--- src/sv/ssso_pkg.sv ---
// ----------------------------------------------------------------------------
// Scanline sine scroll package
// Shared types, codes, constants and arithmetic helpers for the per-scanline
// wave scroll offset generator.
// ----------------------------------------------------------------------------
package ssso_pkg;

    localparam int LINES_DEFAULT       = 160;
    localparam int TABLE_DEPTH_DEFAULT = 256;

    // Line numbers and table indexes travel as 8-bit values.
    localparam int LINE_W  = 8;
    localparam int INDEX_W = 8;

    // Entries in the queue between the front and the back.
    localparam int QDEPTH  = 4;
    localparam int QPTR_W  = $clog2(QDEPTH);
    localparam int QCNT_W  = $clog2(QDEPTH + 1);

    localparam int CFG_INDEX_W = 3;
    localparam int CFG_DATA_W  = 32;

    typedef enum logic [1:0] {
        OP_TABLE_WRITE = 2'd0,
        OP_FRAME_START = 2'd1,
        OP_SCANLINE    = 2'd2
    } op_t;

    typedef enum logic [CFG_INDEX_W-1:0] {
        CFG_PHASE_X_START = 3'd0,
        CFG_FREQ_X        = 3'd1,
        CFG_FREQ_Y        = 3'd2,
        CFG_STEP_X        = 3'd3,
        CFG_STEP_Y        = 3'd4,
        CFG_AMP_X         = 3'd5,
        CFG_AMP_Y         = 3'd6
    } cfg_reg_t;

    typedef enum logic {
        ENT_WRITE = 1'b0,
        ENT_LINE  = 1'b1
    } entry_kind_t;

    typedef struct packed {
        logic [1:0]          op;
        logic [INDEX_W-1:0]  table_index;
        logic signed [15:0]  table_value;
        logic [15:0]         scroll_x;
        logic signed [15:0]  scroll_v;
    } in_item_t;

    typedef struct packed {
        logic                page;
        logic [LINE_W-1:0]   line_number;
        logic [15:0]         offset_x;
        logic [15:0]         offset_y;
    } out_item_t;

    typedef struct packed {
        logic [15:0]         phase_x_start;
        logic signed [31:0]  freq_x;
        logic signed [31:0]  freq_y;
        logic signed [31:0]  step_x;
        logic signed [31:0]  step_y;
        logic signed [31:0]  amp_x;
        logic signed [31:0]  amp_y;
    } cfg_t;

    // Everything a scanline carries besides its two table samples.
    typedef struct packed {
        logic                page;
        logic [LINE_W-1:0]   line_number;
        logic [15:0]         base_h;
        logic [15:0]         base_v;
    } line_tag_t;

    // One queued job: a table write (idx_h, wdata) or a scanline lookup.
    typedef struct packed {
        entry_kind_t         kind;
        logic [INDEX_W-1:0]  idx_h;
        logic [INDEX_W-1:0]  idx_v;
        logic [15:0]         wdata;
        line_tag_t           tag;
    } entry_t;

    typedef struct packed {
        logic                head_valid;
        logic                full;
        logic [QCNT_W-1:0]   count;
    } q_status_t;

    // Remainder of an 8-bit index by the table depth, one conditional
    // subtract per bit position of the quotient.
    function automatic logic [INDEX_W-1:0] mod_depth(input logic [INDEX_W-1:0] v,
                                                     input int unsigned depth);
        logic [15:0] rem;
        logic [15:0] sh;
        rem = {8'd0, v};
        for (int k = INDEX_W - 1; k >= 0; k--) begin
            sh = 16'(depth) << k;
            if (rem >= sh) begin
                rem = rem - sh;
            end
        end
        return rem[INDEX_W-1:0];
    endfunction

    // Product scaled down by 2^16 with a floor shift, then by 256 with
    // truncation toward zero, then added to the base modulo 2^16.
    function automatic logic [15:0] scale_offset(input logic signed [47:0] p,
                                                 input logic [15:0] base);
        logic signed [31:0] q;
        logic signed [31:0] t;
        logic signed [31:0] r;
        q = p[47:16];
        t = q[31] ? (q + 32'sd255) : q;
        r = t >>> 8;
        return r[15:0] + base;
    endfunction

endpackage

--- src/sv/ssso_front.sv ---
// ----------------------------------------------------------------------------
// Request front end
// Accepts requests, keeps the frame state (phase accumulators, bases, page,
// line counter) and turns table writes and live scanlines into queue jobs.
// ----------------------------------------------------------------------------
module ssso_front #(
    parameter int LINES       = ssso_pkg::LINES_DEFAULT,
    parameter int TABLE_DEPTH = ssso_pkg::TABLE_DEPTH_DEFAULT
) (
    input  logic               clk,
    input  logic               rst_n,
    input  logic               item_valid,
    input  ssso_pkg::in_item_t item,
    input  ssso_pkg::cfg_t     cfg,
    input  logic               q_full,
    output logic               push,
    output ssso_pkg::entry_t   entry
);

    logic [31:0]                 acc_h_reg, acc_h_next;
    logic [31:0]                 acc_v_reg, acc_v_next;
    logic [15:0]                 phase_v_reg, phase_v_next;
    logic                        page_reg, page_next;
    logic [ssso_pkg::LINE_W-1:0] line_cnt_reg, line_cnt_next;
    logic [15:0]                 base_h_reg, base_h_next;
    logic [15:0]                 base_v_reg, base_v_next;
    logic                        accept;
    logic [16:0]                 seed_h;
    logic [16:0]                 seed_v;

    assign accept = item_valid && !q_full;
    assign seed_h = {1'b0, cfg.phase_x_start} + {1'b0, item.scroll_v};
    assign seed_v = {1'b0, phase_v_reg} + {1'b0, item.scroll_v};

    always_comb
    begin
        acc_h_next    = acc_h_reg;
        acc_v_next    = acc_v_reg;
        phase_v_next  = phase_v_reg;
        page_next     = page_reg;
        line_cnt_next = line_cnt_reg;
        base_h_next   = base_h_reg;
        base_v_next   = base_v_reg;
        push          = 1'b0;
        entry         = '0;
        entry.kind    = ssso_pkg::ENT_LINE;
        entry.idx_h   = ssso_pkg::mod_depth(acc_h_reg[23:16], TABLE_DEPTH);
        entry.idx_v   = ssso_pkg::mod_depth(acc_v_reg[23:16], TABLE_DEPTH);
        entry.tag.page        = page_reg;
        entry.tag.line_number = line_cnt_reg;
        entry.tag.base_h      = base_h_reg;
        entry.tag.base_v      = base_v_reg;
        if (accept)
        begin
            case (item.op)
                ssso_pkg::OP_TABLE_WRITE:
                begin
                    push        = 1'b1;
                    entry.kind  = ssso_pkg::ENT_WRITE;
                    entry.idx_h = ssso_pkg::mod_depth(item.table_index, TABLE_DEPTH);
                    entry.wdata = item.table_value;
                end
                ssso_pkg::OP_FRAME_START:
                begin
                    base_h_next   = item.scroll_x;
                    base_v_next   = item.scroll_v;
                    acc_h_next    = {15'd0, seed_h} * cfg.freq_x;
                    acc_v_next    = {15'd0, seed_v} * cfg.freq_y;
                    phase_v_next  = phase_v_reg + 16'd1;
                    page_next     = !page_reg;
                    line_cnt_next = '0;
                end
                ssso_pkg::OP_SCANLINE:
                begin
                    if (line_cnt_reg < ssso_pkg::LINE_W'(LINES))
                    begin
                        push          = 1'b1;
                        acc_h_next    = acc_h_reg + cfg.step_x;
                        acc_v_next    = acc_v_reg + cfg.step_y;
                        line_cnt_next = line_cnt_reg + 1'b1;
                    end
                end
                default:
                begin
                    push = 1'b0;
                end
            endcase
        end
    end

    always_ff @(posedge clk or negedge rst_n)
    begin
        if (!rst_n)
        begin
            acc_h_reg    <= '0;
            acc_v_reg    <= '0;
            phase_v_reg  <= '0;
            page_reg     <= 1'b0;
            line_cnt_reg <= ssso_pkg::LINE_W'(LINES);
            base_h_reg   <= '0;
            base_v_reg   <= '0;
        end
        else
        begin
            acc_h_reg    <= acc_h_next;
            acc_v_reg    <= acc_v_next;
            phase_v_reg  <= phase_v_next;
            page_reg     <= page_next;
            line_cnt_reg <= line_cnt_next;
            base_h_reg   <= base_h_next;
            base_v_reg   <= base_v_next;
        end
    end

endmodule

--- config.mk ---
export PLATFORM = sky130hd
export DESIGN_NAME = ssso_front
export DESIGN_NICKNAME = d
export VERILOG_FILES = /design/src/sv/ssso_pkg.sv /design/src/sv/ssso_front.sv
export SDC_FILE = /design/constraint.sdc
export NUM_CORES = 1
export LEC_CHECK = 0
export BUFFER_PORTS_ARGS = -buffer_cell sky130_fd_sc_hd__clkbuf_2
export CORE_ASPECT_RATIO = 0.8
export CORE_MARGIN = 3
export CORE_UTILIZATION = 59
export CTS_CLUSTER_SIZE = 14
export DETAILED_ROUTE_END_ITERATION = 6
export GPL_TIMING_DRIVEN = 0
export MAX_ROUTING_LAYER = met4
export PLACE_DENSITY = 0.84
export RECOVER_POWER = 25
export SLEW_MARGIN = 20
export SYNTH_ARGS = -nofsm -noshare
export SYNTH_HDL_FRONTEND = slang
export SYNTH_SLANG_ARGS = --single-unit
--- constraint.sdc ---
create_clock -name clk -period 10.2 [get_ports clk]
set_input_delay 1.53 -clock clk [delete_from_list [all_inputs] [get_ports clk]]
set_output_delay 1.53 -clock clk [all_outputs]
set_load 0.02 [all_outputs]
==> impl_results.md <==
- Wl on met1: 29120 um
- Worst reg-to-reg path cell count: 31
- Data arrival, critical path: 10.10 ns
- Violated checks: capacitance limit, slew limit
- Largest driver fanout on the critical path: 10
- Share of the clock period used by the worst path: 96.34%
- Pin count of the biggest net entering global routing: 84
- Fraction of the yosys area taken by sequential cells: 11.02%
- Routed wire per std cell: 19.39 um
- Worst-margin pin slew: 4.629 ns
- Critical path destination: acc_h_reg[23]
- Count of pins over their slew limit: 84
- Start point of the critical path: item[0]
- Width of the die: 230.9 um
- Top cells by area in the synthesized netlist: fa_1, dfrtp_1, ha_1
- DRC violation total after the first TritonRoute iteration: 1855
- Area of the mapped netlist: 23870 sq um
- Via Count: 20.75k
- Most common library cell in the layout ignoring fill and taps: inv_1
- Highest-count cells in the layout ignoring fill and taps: inv_1, nand2_1, fa_1
- Placeable Area: 39690 sq um
- Setup Slack @ Placement: -0.1292 ns
- DRC errors left: 0
- Worst flop-to-flop path endpoint: acc_v_reg[23]
- Mean instance size in the synthesized netlist: 8.307 sq um
- Share of layout cells above drive strength 1: 9.697%
- First-pass GRT wire length: 112300 um
- Fraction of post-synthesis cell area in the top cell type by area: 33.71%
- Clock slew at reported path FFs: 0.09 ns
- Type of the worst setup path: in -> reg
- # rows: 65
- Initial antenna violation count: 5
- Leading area contributor after synthesis: fa_1
- Hold bufs inserted after CTS: 0
- Number of top-level pins: 345
- Sink Count: 105
- Final worst clock skew: 0.01140 ns
- Post-route antenna net violation count: 0
- Relative slew slack: -208.6%
- CP max stage cell: xor2_1
- Post-Syn Instances: 2874
- Max capacitance violation total: 1
- Path class of the lowest-slack min-delay path: reg -> reg
- Yosys synthesis warning count: 0
- Via count of the first global-routing pass: 21.24k
- CTS H-Tree Depth: 3
- Number of buffers created by CTS: 9
- Final GP Congestion: 1.034
- Nature of the critical path startpoint: input pin
- Worst R2R Start: phase_v_reg[0]
- TritonCTS clock tree: done
- Number of flops mapped to enable cells by yosys: 0
- Routed length on met3: 7898 um
- Fin. Hold Viols: 0
- Register bit count reported by yosys: 105
- Max Freq: 101.8 MHz
- Drt first pass iters: 6
- Peak per-stage delay on the critical path: 0.76 ns
- Min Tclk post-route: 9.826 ns
- Leading register cell type out of synthesis: dfrtp_1
- Setup-failing EPs final: 0
- Detailed-placement wirelength estimate: 59910 um
- Root buffer cell: clkbuf_16
- Async SR Flop Fraction: 100.0%
- Tot GR Track Use: 34.82%
- Final worst setup slack: 0.3737 ns
- Total grt overflow: 0
- Met2 routed WL: 31300 um
- IO buf count: 241
- Critical Path End Type: register
- Highest metal layer used by the detailed router: met4
- Area enclosed by the die boundary: 42930 sq um
- Required time reported for the critical path endpoint: 10.48 ns
- Worst-case register-to-register setup slack: 1.17 ns
- Number of vias per cell: 5.646
- Final wirelength: 71270 um
- Nets in the synthesized netlist: 3744
- Clock Tree Buf Depth: 2
- Skew-Pair Late Insertion Delay: 0.37 ns
- Starting Density: 60.15%
- Number of nets in the final layout: 4000
- Floorplan die height: 185.9 um
- Outcome: complete, but fails checks
- Synth-to-layout area growth: 9.690%
- Number of distinct library cell variants in the gate-level netlist after synthesis: 64
==> area by class of cell <==
cell class / instances / area, sq um
antenna: 4 / 10.01
clock buffer: 9 / 225.2
inverter: 597 / 2241
timing repair buffer: 245 / 1231
clock inverter: 7 / 117.6
multi-input combinational: 2060 / 18610
tap: 536 / 670.6
sequential: 105 / 2630
fill: 3361 / 13500
buffer: 112 / 456.7
==> metrics by stage <==
step / hold WS, ns / setup TNS (ns) / instance area (sq um) / util [%] / cells
floorplan: 0.4477 / 0 / 23870 / - / 2874
global placement: 0.4599 / 0 / 25750 / 64.88 / 3651
detailed placement: 0.4610 / -0.1292 / 25810 / 65.04 / 3655
CTS: 0.4826 / 0 / 26160 / 65.91 / 3671
global route: 0.5042 / -0.03448 / 26190 / 65.98 / 3675
finish: 0.4800 / 0 / 26190 / 65.98 / 3675
==> worst max-delay path: cells and delay by family <==
| family | cells | cell delay (ns) |
|---|---|---|
| adders and majority gates | 8 | 3.60 |
| xor gates and xnor gates | 11 | 2.95 |
| buffers and inverters | 5 | 0.80 |
| AOI/OAI and AO/OA | 4 | 0.76 |
| and+or+nand+nor | 3 | 0.45 |
==> logic make-up after synthesis <==
kind of cell | synth area share [%]
AND/OR/NAND/NOR | 18.21
AO/OA/AOI/OAI | 8.810
buffers and inverters | 11.29
flip-flops | 11.02
XOR/XNOR | 5.959
adder cells (fa/ha/maj) | 44.09
multiplexers | 0.6289
==> worst min-delay path by stage <==
stage	start	endpoint	slack, ns	depth (start not counted)
final	base_h_reg[7]	base_h_reg[7]	0.48	2
after detailed placement	base_h_reg[6]	base_h_reg[6]	0.46	2
after floorplan	page_reg	page_reg	0.45	1
after CTS	base_h_reg[7]	base_h_reg[7]	0.48	2
after global routing	base_h_reg[7]	base_h_reg[7]	0.50	2
after global placement	base_h_reg[6]	base_h_reg[6]	0.46	2
==> Yosys cell counts, types with 24 or more instances <==
cell      number
dfrtp_1      103
clkbuf_1      99
nor3_1        24
inv_1        597
nand2_1      554
a21oi_1       88
xnor2_1      111
o21ai_0       78
xor2_1        36
nor2_1       101
ha_1         198
a21o_1        32
fa_1         402
and2_1       159
nand2b_1      51
==> routing by layer <==
metal / vias to the layer above / global-route usage [%]
met5: - / -
met4: 0 / 13.03
met3: 172 / 9.058
met2: 1128 / 51.61
met1: 10210 / 46.44
li1: 9239 / -
==> timing repair <==
| item | 4_1_cts | 5_1_grt |
|---|---|---|
| setup endpoints to repair | 0 | 1 |
| gates resized for setup | 0 | 8 |
| buffers inserted | 0 | 0 |
Power is left out: the tool's default activity adds up to more than one toggle a clock period on the data nets, which glitch-free logic cannot reach.
