--- config.mk ---
export PLATFORM = sky130hd
export DESIGN_NAME = ssso_queue
export DESIGN_NICKNAME = d
export VERILOG_FILES = /design/src/sv/ssso_pkg.sv /design/src/sv/ssso_queue.sv
export SDC_FILE = /design/constraint.sdc
export NUM_CORES = 1
export LEC_CHECK = 0
export BUFFER_PORTS_ARGS = -buffer_cell sky130_fd_sc_hd__clkbuf_2
export CAP_MARGIN = 10
export CORE_MARGIN = 10
export CORE_UTILIZATION = 51
export DETAILED_ROUTE_END_ITERATION = 8
export PLACE_DENSITY = 0.75
export SLEW_MARGIN = 20
export SYNTH_ARGS = -nofsm -noshare
export SYNTH_HDL_FRONTEND = slang
export SYNTH_SLANG_ARGS = --single-unit
export TNS_END_PERCENT = 30
--- constraint.sdc ---
create_clock -name clk -period 2.8 [get_ports clk]
set_input_delay 0.28 -clock clk [delete_from_list [all_inputs] [get_ports clk]]
set_output_delay 0.28 -clock clk [all_outputs]
set_load 0.1 [all_outputs]
--- src/sv/ssso_pkg.sv ---
// ----------------------------------------------------------------------------
// Scanline sine scroll package
// Shared types, codes, constants and arithmetic helpers for the per-scanline
// wave scroll offset generator.
// ----------------------------------------------------------------------------
package ssso_pkg;

    localparam int LINES_DEFAULT       = 160;
    localparam int TABLE_DEPTH_DEFAULT = 256;

    // Line numbers and table indexes travel as 8-bit values.
    localparam int LINE_W  = 8;
    localparam int INDEX_W = 8;

    // Entries in the queue between the front and the back.
    localparam int QDEPTH  = 4;
    localparam int QPTR_W  = $clog2(QDEPTH);
    localparam int QCNT_W  = $clog2(QDEPTH + 1);

    localparam int CFG_INDEX_W = 3;
    localparam int CFG_DATA_W  = 32;

    typedef enum logic [1:0] {
        OP_TABLE_WRITE = 2'd0,
        OP_FRAME_START = 2'd1,
        OP_SCANLINE    = 2'd2
    } op_t;

    typedef enum logic [CFG_INDEX_W-1:0] {
        CFG_PHASE_X_START = 3'd0,
        CFG_FREQ_X        = 3'd1,
        CFG_FREQ_Y        = 3'd2,
        CFG_STEP_X        = 3'd3,
        CFG_STEP_Y        = 3'd4,
        CFG_AMP_X         = 3'd5,
        CFG_AMP_Y         = 3'd6
    } cfg_reg_t;

    typedef enum logic {
        ENT_WRITE = 1'b0,
        ENT_LINE  = 1'b1
    } entry_kind_t;

    typedef struct packed {
        logic [1:0]          op;
        logic [INDEX_W-1:0]  table_index;
        logic signed [15:0]  table_value;
        logic [15:0]         scroll_x;
        logic signed [15:0]  scroll_v;
    } in_item_t;

    typedef struct packed {
        logic                page;
        logic [LINE_W-1:0]   line_number;
        logic [15:0]         offset_x;
        logic [15:0]         offset_y;
    } out_item_t;

    typedef struct packed {
        logic [15:0]         phase_x_start;
        logic signed [31:0]  freq_x;
        logic signed [31:0]  freq_y;
        logic signed [31:0]  step_x;
        logic signed [31:0]  step_y;
        logic signed [31:0]  amp_x;
        logic signed [31:0]  amp_y;
    } cfg_t;

    // Everything a scanline carries besides its two table samples.
    typedef struct packed {
        logic                page;
        logic [LINE_W-1:0]   line_number;
        logic [15:0]         base_h;
        logic [15:0]         base_v;
    } line_tag_t;

    // One queued job: a table write (idx_h, wdata) or a scanline lookup.
    typedef struct packed {
        entry_kind_t         kind;
        logic [INDEX_W-1:0]  idx_h;
        logic [INDEX_W-1:0]  idx_v;
        logic [15:0]         wdata;
        line_tag_t           tag;
    } entry_t;

    typedef struct packed {
        logic                head_valid;
        logic                full;
        logic [QCNT_W-1:0]   count;
    } q_status_t;

    // Remainder of an 8-bit index by the table depth, one conditional
    // subtract per bit position of the quotient.
    function automatic logic [INDEX_W-1:0] mod_depth(input logic [INDEX_W-1:0] v,
                                                     input int unsigned depth);
        logic [15:0] rem;
        logic [15:0] sh;
        rem = {8'd0, v};
        for (int k = INDEX_W - 1; k >= 0; k--) begin
            sh = 16'(depth) << k;
            if (rem >= sh) begin
                rem = rem - sh;
            end
        end
        return rem[INDEX_W-1:0];
    endfunction

    // Product scaled down by 2^16 with a floor shift, then by 256 with
    // truncation toward zero, then added to the base modulo 2^16.
    function automatic logic [15:0] scale_offset(input logic signed [47:0] p,
                                                 input logic [15:0] base);
        logic signed [31:0] q;
        logic signed [31:0] t;
        logic signed [31:0] r;
        q = p[47:16];
        t = q[31] ? (q + 32'sd255) : q;
        r = t >>> 8;
        return r[15:0] + base;
    endfunction

endpackage

--- src/sv/ssso_queue.sv ---
// ----------------------------------------------------------------------------
// Job queue
// Small in-order queue of table writes and scanline lookups between the
// front and the back.
// ----------------------------------------------------------------------------
module ssso_queue (
    input  logic                clk,
    input  logic                rst_n,
    input  logic                push,
    input  ssso_pkg::entry_t    push_entry,
    input  logic                pop,
    output ssso_pkg::entry_t    head,
    output ssso_pkg::q_status_t status
);

    ssso_pkg::entry_t                 store [ssso_pkg::QDEPTH];
    logic [ssso_pkg::QPTR_W-1:0]      wr_ptr_reg, wr_ptr_next;
    logic [ssso_pkg::QPTR_W-1:0]      rd_ptr_reg, rd_ptr_next;
    logic [ssso_pkg::QCNT_W-1:0]      count_reg, count_next;

    always_comb
    begin
        wr_ptr_next = push ? wr_ptr_reg + 1'b1 : wr_ptr_reg;
        rd_ptr_next = pop ? rd_ptr_reg + 1'b1 : rd_ptr_reg;
        count_next  = count_reg;
        if (push && !pop)
        begin
            count_next = count_reg + 1'b1;
        end
        else if (pop && !push)
        begin
            count_next = count_reg - 1'b1;
        end
    end

    always_ff @(posedge clk or negedge rst_n)
    begin
        if (!rst_n)
        begin
            wr_ptr_reg <= '0;
            rd_ptr_reg <= '0;
            count_reg  <= '0;
        end
        else
        begin
            wr_ptr_reg <= wr_ptr_next;
            rd_ptr_reg <= rd_ptr_next;
            count_reg  <= count_next;
        end
    end

    always_ff @(posedge clk)
    begin
        if (push)
        begin
            store[wr_ptr_reg] <= push_entry;
        end
    end

    assign head              = store[rd_ptr_reg];
    assign status.head_valid = (count_reg != '0);
    assign status.full       = (count_reg == ssso_pkg::QCNT_W'(ssso_pkg::QDEPTH));
    assign status.count      = count_reg;

endmodule

==> metrics.cfg, run 1 <==
[setup_path]
arrival_ps = 2290
critPathLaunchType = flop
end_kind = output port
crit_fanout = 20
crit_type = flop to output port
crit_required_ps = 2520

[final_layout]
final_cell_mix = edfxtp_1 (296), clkbuf_2 (156), dlygate4sd3_1 (76), mux4_2 (74), clkbuf_16 (31)
nNetsFinal = 772
drive_above_1_share_pct = 41.9
area_growth_pct = 26.1
diodes = 0
largest_register_ffs = 296
design_area_mm2 = 0.0140
final_common_cell = edfxtp_1

[min_path]
worstHoldPathType = input pin to flop

[yosys]
synth_area_leaders = edfxtp_1 (80%), mux4_2 (15%), dfrtp_1 (1.6%), buf_12 (0.90%), ha_1 (0.56%)
syn_area_mm2 = 0.0111
synthFlopType = edfxtp_1
yosys.area.top_type = edfxtp_1
syn_area_per_cell_um2 = 26.4
synth_top_area_share_pct = 79.9
synth_seq_cells = 303
async_flop_share_pct = 2.31
yosysSeqAreaShare_pct = 81.5
synth_edf_count = 296
yosysWarnings = 0
synth.net_count = 505
synth.distinct_cells = 20
synth_cells = 421

[route]
drtPass1Iterations = 4
vias_per_cell = 5.42
wl_per_cell_um = 22.4
drtIter0Drc = 309
finalWirelength_um = 22200
routed-via-count = 5351
drc = 0
ant_nets = 0

[timing]
setup_tns_ps = 0
final-max-slew-violation-count = 0
finClkSkew_ps = 8.05
slew_headroom_pct = 61.3
fin_crit_ps = 2570
period_share_pct = 91.9
worst_pin_slew_ps = 583
hold_viol = 0
finalSetupViolCount = 0
timing.fmax_mhz = 389
rsz0062_at_grt = no

[clock_tree]
clk_latency_ps = 540
cts.sinks = 303
clockBufferDepth = 3
h-tree-depth = 1
cts_buffers = 30
clk_pin_slew_ps = 60
cts_tree = built
post_cts_resized = 0
clockRootBuffer = clkbuf_16

[grt]
grt_pass1_wl_um = 34700
grt_max_degree = 43
grt_pass1_vias = 6028
grt_usage_pct = 15.7
grt-ovfl-total = 0
antenna_found_initial = 1

[placed_design]
dpl_cell_area_mm2 = 0.0123
io_buffers = 156
dpl.hpwl_um = 13500
place.gp.congestion = 0.720

[die]
start_util_pct = 52.4
placementRows = 53
die_w_um = 168
die-height_um = 168
die_area_mm2 = 0.0281
core_area_mm2 = 0.0212
num_io_pins = 157

[run_status]
status = complete, no violations

[flow_run]
drv_cap = 0

[cell families after synthesis]
family | count (synthesis) | synth area share (%)
fa+ha+maj | 6 | 0.743
mux | 75 | 15.1
buf+inv | 21 | 1.68
compound gates | 1 | 0.0450
simple gates | 9 | 0.450
xor+xnor | 6 | 0.473
flops | 303 | 81.5
[synth_stat cells, types with 2 or more instances]
cell,count
edfxtp_1,296
mux4_2,74
dfrtp_1,7
buf_2,6
buf_12,5
ha_1,5
and2_1,4
inv_1,4
xor2_1,4
buf_4,3
clkbuf_1,2
nand2_1,2
xnor2_1,2
[path summary, 6_finish.rpt]
path / startpoint / endpoint / slack [ps] / cells after the start
min in group asynchronous: rst_n / count_reg[2]$_DFFE_PN0P_ / 120 / 2
min: push / wr_ptr_reg[0]$_DFFE_PN0P_ / 50 / 2
max: rd_ptr_reg[0]$_DFFE_PN0P_ / head[35] / 230 / 3
min reg2reg: count_reg[2]$_DFFE_PN0P_ / count_reg[2]$_DFFE_PN0P_ / 520 / 1
max reg2reg: wr_ptr_reg[1]$_DFFE_PN0P_ / store[1][49]$_DFFE_PP_ / 940 / 4
max in group asynchronous: rst_n / rd_ptr_reg[0]$_DFFE_PN0P_ / 2490 / 2
[routing by layer]
layer / vias to the layer above / wire [um] / track usage, % / share of wire (%)
li1: 2353 / - / - / -
met1: 2799 / 8370 / 18.1 / 38
met2: 154 / 11900 / 28.1 / 54
met3: 43 / 1320 / 4.07 / 5.9
met4: 2 / 524 / 4.50 / 2.4
met5: - / 7 / 0 / 0.032
[cell type report]
class                      count  area [um2]
sequential                   303        9070
inverter                       4        15.0
tap                          275         344
timing repair buffer         252        1790
multi-input combinational     97        1880
clock inverter                17         111
clock buffer                  39         806
fill                        1384        7200
[stage by stage]
step	hold WS (ps)	instances	setup WS, ps	utilization [%]
3_5_place_dp	131	847	587	57.9
6_report	47.7	987	228	66.1
2_1_floorplan	-15.6	421	15.2	-
4_1_cts	27.2	979	14.0	65.8
5_1_grt	44.4	987	126	66.1
3_3_place_gp	124	847	597	57.9
[critical path: stages (launching register included)]
cell and delay [ps]:
dfrtp_4 560, buf_12 240, mux4_2 550, clkbuf_2 390
[what timing repair did]
action                                 CTS  global route
hold buffers                            76             0
endpoints found under the hold margin  304             0
setup endpoints to repair                0            50
setup buffers                            0             8
Power of run 1 is left out: the tool's default activity adds up to more than one toggle a clock period on the data nets, which glitch-free logic cannot reach.
==> inputs of run 2 (changes only) <==
CORE_UTILIZATION = 30   (was 51)
PLACE_DENSITY = not set   (was 0.75)
==> metrics.cfg, run 2 (same netlist as run 1, synthesis figures left out) <==
[run_status]
status = complete, no violations

[die]
placementRows = 70
die_area_mm2 = 0.0452
die-height_um = 213
core_area_mm2 = 0.0366
die_w_um = 213
num_io_pins = 157
start_util_pct = 30.4

[final_layout]
final_cell_mix = edfxtp_1 (296), clkbuf_2 (94), dlygate4sd3_1 (76), mux4_2 (74), clkbuf_16 (37)
nNetsFinal = 765
final_cells = 1170
largest_register_ffs = 296
final_common_cell = edfxtp_1
design_area_mm2 = 0.0144
area_growth_pct = 29.4
drive_above_1_share_pct = 41.4

[timing]
worst_pin_slew_ps = 618
final-max-slew-violation-count = 0
slew_headroom_pct = 58.8
setup_tns_ps = 0
finalSetupViolCount = 0
period_share_pct = 94.8
finClkSkew_ps = 10.8
timing.fmax_mhz = 377
setup_slack_ps = 144
hold_viol = 0
fin_crit_ps = 2660
rsz0062_at_grt = no

[grt]
grt_usage_pct = 10.3
grt_pass1_vias = 5992
grt_max_degree = 65
grt_pass1_wl_um = 35500
grt-ovfl-total = 0
antenna_found_initial = 1

[setup_path]
cpMaxStageDelayCell = dfrtp_4
crit_type = flop to output port
crit_required_ps = 2520
r2r_cells = 4
slowest_delay_ps = 600
r2r-end = store[0][19]$_DFFE_PP_
end_kind = output port
worstSetupStartpoint = rd_ptr_reg[0]$_DFFE_PN0P_
crit_end = head[3]
crit_fanout = 32
crit_chain = buf_12 > mux4_2 > clkbuf_2
ff2ff_setup_slack_ps = 1010
r2r-start = wr_ptr_reg[0]$_DFFE_PN0P_
critPathLaunchType = flop
arrival_ps = 2380

[placed_design]
place.gp.congestion = 0.642
dpl.hpwl_um = 13600
dp_cells = 1037
dpl_cell_area_mm2 = 0.0125
io_buffers = 156
dpl_worst_slack_ps = 566

[route]
drc = 0
routed-via-count = 5185
wl_per_cell_um = 19.6
finalWirelength_um = 22900
ant_nets = 0
vias_per_cell = 4.43
drtIter0Drc = 220
drtPass1Iterations = 4

[clock_tree]
clk_pin_slew_ps = 60
clockBufferDepth = 3
cts.sinks = 303
h-tree-depth = 2
clockRootBuffer = clkbuf_16
clk_latency_ps = 520
cts_buffers = 34
cts_tree = built

[min_path]
worstHoldPathType = input pin to flop

[flow_run]
drv_cap = 0

==> run 2: cell count changes in the layout (fill, tap and decap cells not counted), sizes merged, moves of 2 or more <==
cell      change
buf          +28
clkbuf       -32
clkinv        -5
clkinvlp      -2
==> run 2: layout make-up <==
class	count	area (um2)
fillers	3274	22200
flip-flops and latches	303	9070
multi-input cells	97	1880
repair buffers	241	1780
clock buffers	46	960
well taps	468	586
clock inverters	10	97.6
inverters	4	15.0
diodes	1	2.50
==> run 2: repair_timing <==
item,CTS,global route
endpoints found under the setup margin,23,35
endpoints found under the hold margin,304,0
buffers inserted,0,0
pin swaps,0,0
hold buffers,76,0
resized for setup,23,35
==> run 2: per-layer routing <==
metal / vias to the layer above / share of wire [%] / GRT usage [%]
li1: 2328 / - / -
met1: 2700 / 42 / 12.4
met2: 121 / 50 / 16.9
met3: 36 / 6.1 / 3.15
met4: 0 / 2.6 / 4.43
met5: - / 0 / 0
==> run 2: worst min-delay path by stage <==
stage	to	cells after the start	startpoint	slack [ps]
detailed placement	count_reg[1]$_DFFE_PN0P_	1	rst_n	130
CTS	wr_ptr_reg[0]$_DFFE_PN0P_	2	push	30
floorplan	count_reg[0]$_DFFE_PN0P_	0	rst_n	-20
global placement	count_reg[2]$_DFFE_PN0P_	1	rst_n	130
finish	wr_ptr_reg[0]$_DFFE_PN0P_	2	push	70
global route	wr_ptr_reg[0]$_DFFE_PN0P_	2	push	60
==> run 2: worst max-delay path, delay by kind of cell (launching register included) <==
| family | cells | cell delay [ps] |
|---|---|---|
| buffers and inverters | 2 | 690 |
| flip-flops | 1 | 600 |
| multiplexers | 1 | 530 |
==> run 2: per-stage QoR <==
stage | util (%) | hold WS, ps
2_1_floorplan | - | -15.6
3_3_place_gp | 34.2 | 129
3_5_place_dp | 34.2 | 129
4_1_cts | 39.3 | 26.2
5_1_grt | 39.3 | 61.4
6_report | 39.3 | 68.5
Power of run 2 is left out for the same reason.
==> inputs of run 3 (changes only) <==
CELL_PAD_IN_SITES_DETAIL_PLACEMENT = 1   (was not set)
CELL_PAD_IN_SITES_GLOBAL_PLACEMENT = 1   (was not set)
PLACE_DENSITY_LB_ADDON = 0.1   (was not set)
==> metrics.cfg, run 3 (same netlist as run 1, synthesis figures left out) <==
[timing]
slew_headroom_pct = 59.8
period_share_pct = 92.6
finalSetupViolCount = 0
setup_tns_ps = 0
hold_viol = 0
timing.fmax_mhz = 386
fin_crit_ps = 2590
final-max-slew-violation-count = 0
worst_pin_slew_ps = 605
finClkSkew_ps = 8.84
rsz0062_at_grt = no

[grt]
antenna_found_initial = 1
grt_pass1_vias = 6234
grt_usage_pct = 11.5
grt_pass1_wl_um = 38600
grt-ovfl-total = 0
grt_max_degree = 48

[setup_path]
crit_required_ps = 2520
r2r_cells = 4
end_kind = output port
arrival_ps = 2310
crit_fanout = 40
crit_type = flop to output port
critPathLaunchType = flop

[final_layout]
nNetsFinal = 759
largest_register_ffs = 296
final_common_cell = edfxtp_1
diodes = 0
drive_above_1_share_pct = 43.2
final_cell_mix = edfxtp_1 (296), clkbuf_2 (156), mux4_2 (74), dlygate4sd3_1 (65), clkbuf_16 (37)
area_growth_pct = 29.0

[clock_tree]
cts_tree = built
cts_buffers = 35
clockBufferDepth = 3
clk_pin_slew_ps = 60
clockRootBuffer = clkbuf_16
post_cts_resized = 0
cts.sinks = 303
clk_latency_ps = 500
h-tree-depth = 2

[route]
wl_per_cell_um = 21.9
finalWirelength_um = 25600
drtIter0Drc = 218
ant_nets = 0
vias_per_cell = 4.49
drtPass1Iterations = 4
drc = 0
routed-via-count = 5252

[die]
die-height_um = 213
die_w_um = 213
start_util_pct = 30.4
num_io_pins = 157
die_area_mm2 = 0.0452
core_area_mm2 = 0.0366
placementRows = 70

[min_path]
worstHoldPathType = input pin to flop
hold_depth = 1

[flow_run]
drv_cap = 0

[placed_design]
io_buffers = 156
dpl.hpwl_um = 15500
place.gp.congestion = 0.672

[run_status]
status = complete, no violations

## run 3: layout make-up
type | count | area (um2)
inverter | 4 | 15.0
timing repair buffer | 234 | 1620
clock buffer | 42 | 945
fill | 3531 | 22300
clock inverter | 21 | 229
multi-input combinational | 97 | 1880
sequential | 303 | 9070
tap | 468 | 586
## run 3: routing by layer
layer  part of all wire (%)  wire, um  vias to the layer above  global-route usage, %
met2                     51     13000                      120                   19.3
met4                    2.0       506                        2                   3.45
met1                     42     10700                     2772                   14.0
met5                  0.031         8                        -                      0
met3                    5.7      1450                       35                   3.14
li1                       -         -                     2323                      -
## run 3: worst max-delay path, cell delays in order, from the launching register on
cell and delay, ps:
dfrtp_4 440, buf_12 320, mux4_2 590, clkbuf_2 400
## run 3: per-stage QoR
stage	setup slack [ps]	std cells	util (%)	hold WS, ps	instance area [um2]
after floorplan	15.2	421	-	-15.6	11100
after global placement	701	1041	34.2	137	12500
after detailed placement	698	1041	34.2	141	12500
after CTS	152	1169	39.2	1.06	14300
after global routing	103	1169	39.2	8.85	14300
final	207	1169	39.2	20.1	14300
## run 3: final timing paths
kind	from	to	slack (ps)
min in group asynchronous	rst_n	count_reg[2]$_DFFE_PN0P_	160
min reg2reg	count_reg[2]$_DFFE_PN0P_	count_reg[2]$_DFFE_PN0P_	510
max	rd_ptr_reg[0]$_DFFE_PN0P_	head[32]	210
min	push_entry[47]	store[3][47]$_DFFE_PP_	20
max reg2reg	wr_ptr_reg[0]$_DFFE_PN0P_	store[2][43]$_DFFE_PP_	920
max in group asynchronous	rst_n	rd_ptr_reg[0]$_DFFE_PN0P_	2450
## run 3: what timing repair did
action                                 4_1_cts  5_1_grt
hold buffers                                65        0
endpoints found under the hold margin      259        0
buffers inserted                             0        0
Power of run 3 is left out for the same reason.
